===== config.mk =====
export PLATFORM = sky130hd
export DESIGN_NAME = llrc_ctrl
export DESIGN_NICKNAME = d
export VERILOG_FILES = /design/src/design/llrc_pkg.sv /design/src/design/llrc_ctrl.sv
export SDC_FILE = /design/constraint.sdc
export NUM_CORES = 1
export LEC_CHECK = 0
export BUFFER_PORTS_ARGS = -buffer_cell sky130_fd_sc_hd__buf_2
export CELL_PAD_IN_SITES_DETAIL_PLACEMENT = 0
export CELL_PAD_IN_SITES_GLOBAL_PLACEMENT = 1
export CORE_AREA = 4 4 41 43
export CTS_BUF_LIST = sky130_fd_sc_hd__clkbuf_16
export DETAILED_ROUTE_END_ITERATION = 10
export DIE_AREA = 0 0 45 47
export GPL_ROUTABILITY_DRIVEN = 0
export PLACE_DENSITY = 0.58
export SYNTH_ARGS = -nofsm -noshare
export SYNTH_HDL_FRONTEND = slang
export SYNTH_SLANG_ARGS = --single-unit

===== constraint.sdc =====
create_clock -name clk -period 1.2 [get_ports clk]
set_input_delay 0.36 -clock clk [delete_from_list [all_inputs] [get_ports clk]]
set_output_delay 0.36 -clock clk [all_outputs]
set_load 0.02 [all_outputs]

===== src/design/llrc_pkg.sv =====
`default_nettype none
package llrc_pkg;

	localparam int unsigned PIXEL_W     = 8;
	localparam int unsigned ROW_INDEX_W = 10;
	localparam int unsigned CENTROID_W  = 14;

	// threshold after reset
	localparam logic [PIXEL_W-1:0] THR_RESET = 8'd10;

	// controller to datapath
	typedef struct packed {
		logic pix_take;
		logic best_clr;
		logic div_load;
		logic div_step;
		logic rd_en;
		logic out_load;
	} cmd_t;

	// datapath to controller
	typedef struct packed {
		logic best_found;
		logic div_last;
		logic out_free;
	} sts_t;

endpackage
`default_nettype wire


===== src/design/llrc_ctrl.sv =====
`default_nettype none
module llrc_ctrl (
	input  wire logic           clk,
	input  wire logic           arst_n,
	input  wire logic           pixel_valid,
	input  wire logic           row_end,
	output logic                pixel_ready,
	input  wire llrc_pkg::sts_t sts,
	output llrc_pkg::cmd_t      cmd
);

	localparam logic [2:0] S_IDLE = 3'd0;
	localparam logic [2:0] S_FIN  = 3'd1;
	localparam logic [2:0] S_CHK  = 3'd2;
	localparam logic [2:0] S_DIV  = 3'd3;
	localparam logic [2:0] S_RD   = 3'd4;
	localparam logic [2:0] S_LOAD = 3'd5;

	logic [2:0] state_q;
	logic [2:0] state_n;

	always_comb begin
		state_n = state_q;
		cmd     = '0;
		unique case (state_q)
			S_IDLE: begin
				cmd.pix_take = pixel_valid;
				if (pixel_valid && row_end) begin
					state_n = S_FIN;
				end
			end
			// last candidate of the row merges here
			S_FIN: begin
				state_n = S_CHK;
			end
			S_CHK: begin
				cmd.best_clr = 1'b1;
				if (sts.best_found) begin
					cmd.div_load = 1'b1;
					state_n      = S_DIV;
				end else begin
					state_n = S_IDLE;
				end
			end
			S_DIV: begin
				cmd.div_step = 1'b1;
				if (sts.div_last) begin
					state_n = S_RD;
				end
			end
			S_RD: begin
				cmd.rd_en = 1'b1;
				state_n   = S_LOAD;
			end
			S_LOAD: begin
				if (sts.out_free) begin
					cmd.out_load = 1'b1;
					state_n      = S_IDLE;
				end
			end
			default: begin
				state_n = S_IDLE;
			end
		endcase
	end

	assign pixel_ready = (state_q == S_IDLE);

	always_ff @(posedge clk or negedge arst_n) begin
		if (!arst_n) begin
			state_q <= S_IDLE;
		end else begin
			state_q <= state_n;
		end
	end

	a_rowend_fin: assert property (@(posedge clk) disable iff (!arst_n)
		(cmd.pix_take && row_end) |=> (state_q == S_FIN))
		else $error("row end beat did not start row closing");

	a_div_needs_best: assert property (@(posedge clk) disable iff (!arst_n)
		cmd.div_load |-> sts.best_found)
		else $error("divider started without a cluster");

	a_load_free: assert property (@(posedge clk) disable iff (!arst_n)
		cmd.out_load |-> sts.out_free)
		else $error("result overwritten before taken");

	a_no_take_busy: assert property (@(posedge clk) disable iff (!arst_n)
		(state_q == S_DIV) |=> !cmd.pix_take)
		else $error("pixel taken during division");

endmodule
`default_nettype wire


Yosys cells after proc, flatten, opt, wreduce, memory -nomap -nowiden

Index checks and enable logic that the tools add are counted.

Register bits: 3
Bits in latches: 0
RAM bits: 0
ROM bits: 0
Input port bits: 7
Output and inout bits: 7
Word-level logic and storage cells: 24
Memories kept: 0

Add/subtract/negate cells: 0
Multiply operators: 0
Divide/modulo/power cells: 0
Magnitude comparators: 0
Eq/ne operators: 8
Shifts and indexed selects: 0
Muxes and demuxes: 12
Bitwise operators: 0
Reductions and logical operators: 3

Operator list:

| cell                                                  | number |
|---|---|
| one-hot mux 3 bit (6 select lines)                    | 1 |
| two-way mux 3 bit                                     | 3 |
| equality test 3 x 2 -> 1 bit, second input constant   | 2 |
| equality test 3 bit, second input constant            | 2 |
| two-way mux 1 bit                                     | 6 |
| two-way mux 2 bit                                     | 2 |
| inequality test 2 bit, second input constant          | 2 |
| equality test 3 x 1 -> 1 bit, second input constant   | 1 |
| zero test 3 bit                                       | 1 |
| AND reduction 3 bit                                   | 1 |
| inequality test 2 x 1 -> 1 bit, second input constant | 1 |
| logical AND 1 bit                                     | 1 |

Depth between registers and ports, before layout

Word-level depth: 3
Gate-level depth with buffers: 3
Gate-level depth less buffers: 2

Least setup slack after synthesis

OpenSTA, ideal clock, no wires.

Kind: register to output
Start: register state_q[2]
End: output port cmd[3] in the netlist's numbering
Data arrival time: 1381 ps
Required time: 840 ps
Setup slack: -541 ps
Stages on the path, launching flop included: 4
Buffers on the path: 1
Path through: dfrtp_1 -> buf_6 -> nor3b_1 -> and2_1

RTL lines:

| item                   | RTL line        | RTL |
|---|---|---|
| start, declared        | llrc_ctrl.sv:19 | `logic [2:0] state_q;` |
| start signal, assigned | llrc_ctrl.sv:73 | `state_q <= state_n;` |
| end, declared          | llrc_ctrl.sv:9  | `output llrc_pkg::cmd_t cmd` |

==> results by stage <==
Pwr:
- The switching component of the power is between 0.5 and 0.6 mW.
- The power per cell area is 2930 nW/um^2.
- The total internal power is ~1.1 mW.
- The clock group share of total power is 0.329.
- In this run the static leakage power is between 0.2 and 0.3 nW.
- The combinational share of power is 0.506.
- The share of total power dissipated in sequential elements is 0.164.
- Of the total power, the share spent switching nets is 0.320.
- IR analysis of the VDD net gives a maximum drop of about 0.95 mV.

Routing:
- The initial DRC count is 1.
- The post-detailed-routing wire length is 708 microns.
- The detailed router placed 273 vias in this run.
- After detailed routing, the average wire length per cell comes to between 10 and 15 microns.
- The antenna violation net count after detailed routing is 0.
- The first-pass iteration count of the detailed router is 2.
- After detailed routing, the number of remaining DRC violations is 0.
- After detailed routing, the number of vias per cell comes to roughly 4.3.

Cells and area:
- Registers take ~80 sq um.
- In the final layout, the multi-input gates occupy between 150 and 200 sq um.
- The largest registers in the layout are state_q x3.
- After the flow finishes, the layout carries non-filler instances totaling 64.
- In the layout the commonest cells are buf_4, buf_6, buf_2.
- The commonest non-fill, non-tap cell in the layout is buf_4.
- The register with the most flip-flops in the layout has 3 of them.
- The register ranked first by flip-flop count is state_q.
- Relative to the synthesized area, the layout overhead comes to 141%.
- The final antenna diode count is 0.
- The final-layout fill cell count is between 100 and 150.
- The final standard cell area without fillers is 548 sq um.
- The fraction of layout cells with a size suffix above 1 is 0.796.
- The number of nets in the finished design is between 50 and 60.

Hold path:
- The worst hold path belongs to the class in -> reg.

Synthesis:
- The synthesized area per cell is 9.90 sq um.
- Sorting the synthesized cells by area gives the leading types as dfrtp_1, mux4_2, nor3b_1.
- The share of the synthesized area in the top cell type is 0.330.
- The count of distinct cell types in the synthesized netlist is 18.
- Counting flops and latches in the post-synthesis netlist gives 3.
- The fraction of the yosys area taken by sequential cells is 0.330.
- The gate count after technology mapping is 23.
- Counting every net in the synthesized netlist gives 30.
- The post-synthesis cell area is 228 sq um.
- During synthesis, Yosys emitted a total of 0 warnings.
- The largest total area in the synthesized netlist belongs to dfrtp_1.

STA:
- The actual slew at the worst max-slew pin is 0.200 ns.
- The final setup slack of the worst path is -0.323 ns.
- The upper clock frequency limit is between 0.6 and 0.7 GHz.
- The minimum period implied by the final worst setup slack is ~1.5 ns.
- The worst pin sits at a relative slew slack of 0.867.
- The final hold violation count is 0.
- The post-route worst hold slack is about 0.39 ns.
- The total count of max-transition violations in the final report came to 0.
- Of the available clock period, the critical path in the final layout requires 1.27.
- Setup repair after global routing could not meet its margin everywhere.
- The largest clock skew in the final design is about 0.0030 ns.
- Setup violations remaining at the end of the flow were counted as 9.

Global route:
- The number of antenna violations at the first check in global routing is 0.
- The largest net degree at the start of global routing is 9.
- The first global-routing pass estimated approximately 1.2 mm of wire.
- Across every metal layer, demand over resource in global routing totals 0.0809.
- The number of global-route vias before repair was about 300.
- The total overflow left after global routing is 0.

Placement:
- The wire-length estimate of the detail-placed layout is 458 microns.
- The worst setup slack before clock tree synthesis is -0.195 ns.
- The placement-stage cell area is approximately 380 sq um.
- Once placement completed, the tool counted placed cells totaling 55.
- During placement, the flow inserted port buffers numbering 13.

Die:
- After floorplanning, the core was sized to cover roughly 1300 sq um.
- The total number of placement rows is 13.
- The die is 47 microns tall.
- The number of top-level pins is 14.
- The initial utilization of the core area, before any placement, comes to 0.175.
- The floorplan step set the die width to around 45 microns.
- The die covers about 2100 sq um.

Clock network:
- The tree is rooted in a clkbuf_16.
- In this run the number of H-tree levels came out at 1.
- The total CTS buffers is 3.
- The maximum buffer depth of the clock tree is 2.
- TritonCTS built the clock tree.
- The latest clock arrival within the worst-skew pair is ~0.23 ns.
- The tree built by TritonCTS fans out to 3 sinks.
- The CTS clock-pin slew for the worst setup and hold paths is roughly 0.030 ns.

Setup path:
- The largest single stage delay on the critical path is ~0.46 ns.
- The critical path capture point type is an output port.
- The required time reported for the critical path endpoint is between 0.8 and 0.9 ns.
- The nature of the critical path startpoint is a flop.
- Together, buffers and inverters on the worst path number 1.
- Traced cell by cell, the critical path runs through nor3b_4 -> and2_4 -> buf_6.
- The endpoint arrival time on the critical path is approximately 1.2 ns.
- By startpoint and endpoint, the worst setup path is classified as reg -> out.
- Along the worst path, the maximum fanout reaches 5.
- The largest individual stage delay along the critical path comes from the cell dfrtp_2.
- The kind of cell adding the most delay to the critical path is flip-flops.

Job:
- The tool flagged a number of max-cap violations equal to 0.

Outcome:
- The run finished, with violations left.
- The checks that failed: negative setup slack.
==> metal layers <==
| metal | GRT usage | wire length [microns] | vias up |
|---|---|---|---|
| met2 | 0.138 | 387 | 8 |
| met1 | 0.0805 | 273 | 131 |
| met3 | 0.0115 | 28 | 2 |
| met4 | 0.0877 | 17 | 0 |
| met5 | 0 | 0 | - |
| li1 | - | - | 132 |
==> metrics by stage <==
stage / TNS, ns / util / power, mW
2_1_floorplan: -0.534 / - / 0.686
3_3_place_gp: -1.00 / 0.290 / 0.866
3_5_place_dp: -1.04 / 0.290 / 0.868
4_1_cts: -2.19 / 0.402 / 1.55
5_1_grt: -2.58 / 0.421 / 1.70
6_report: -2.21 / 0.421 / 1.61
==> worst register-to-register path, cell delays in order, from the launching register on <==
cell and delay (ns):
dfrtp_2 0.44, buf_4 0.14, and2b_1 0.16, mux4_2 0.44
==> cell usage after synthesis <==
cell / number
dfrtp_1: 3
nor3b_1: 3
and2_1: 2
a21bo_2: 1
a21o_1: 1
a21oi_1: 1
a32o_1: 1
and2b_1: 1
and3b_1: 1
buf_2: 1
buf_6: 1
inv_1: 1
mux4_2: 1
nand2_1: 1
nand3b_1: 1
nor2_1: 1
nor2b_1: 1
nor3_1: 1
==> final timing paths <==
path                       startpoint    endpoint  slack, ns  cells after the start
max                        state_q[2]      cmd[3]      -0.32                      3
min                            sts[1]  state_q[2]       0.39                      2
max reg2reg                state_q[2]  state_q[0]      -0.12                      3
min reg2reg                state_q[0]  state_q[1]       0.72                      2
max in group asynchronous      arst_n  state_q[1]       0.61                      2
min in group asynchronous      arst_n  state_q[2]       0.47                      2
==> layout make-up <==
cell class | instances | area share
repair buffers | 24 | 0.354
clock buffers | 3 | 0.137
well taps | 15 | 0.0342
inverters | 1 | 0.00685
multi-input cells | 17 | 0.317
clock inverters | 1 | 0.00685
flip-flops and latches | 3 | 0.144
==> power by group through the flow <==
stage / sequential, mW / clock [mW] / combinational [mW]
finish: 0.264 / 0.529 / 0.814
detailed placement: 0.259 / 0 / 0.609
floorplan: 0.195 / 0 / 0.491
global placement: 0.258 / 0 / 0.609
CTS: 0.262 / 0.540 / 0.753
global route: 0.276 / 0.549 / 0.876
==> kinds of logic after synthesis <==
logic type | synth area share
DFF | 0.330
AOI/OAI and AO/OA | 0.143
buffers and inverters | 0.0879
and+or+nand+nor | 0.341
muxes | 0.0989
==> repair_timing <==
action | CTS | global route
hold buffers | 1 | 0
pin swaps | 0 | 4
setup buffers | 3 | 1
hold endpoints to repair | 3 | 0
gates resized for setup | 13 | 6
endpoints found under the setup margin | 9 | 9
Power figures use the tool's default switching activity.
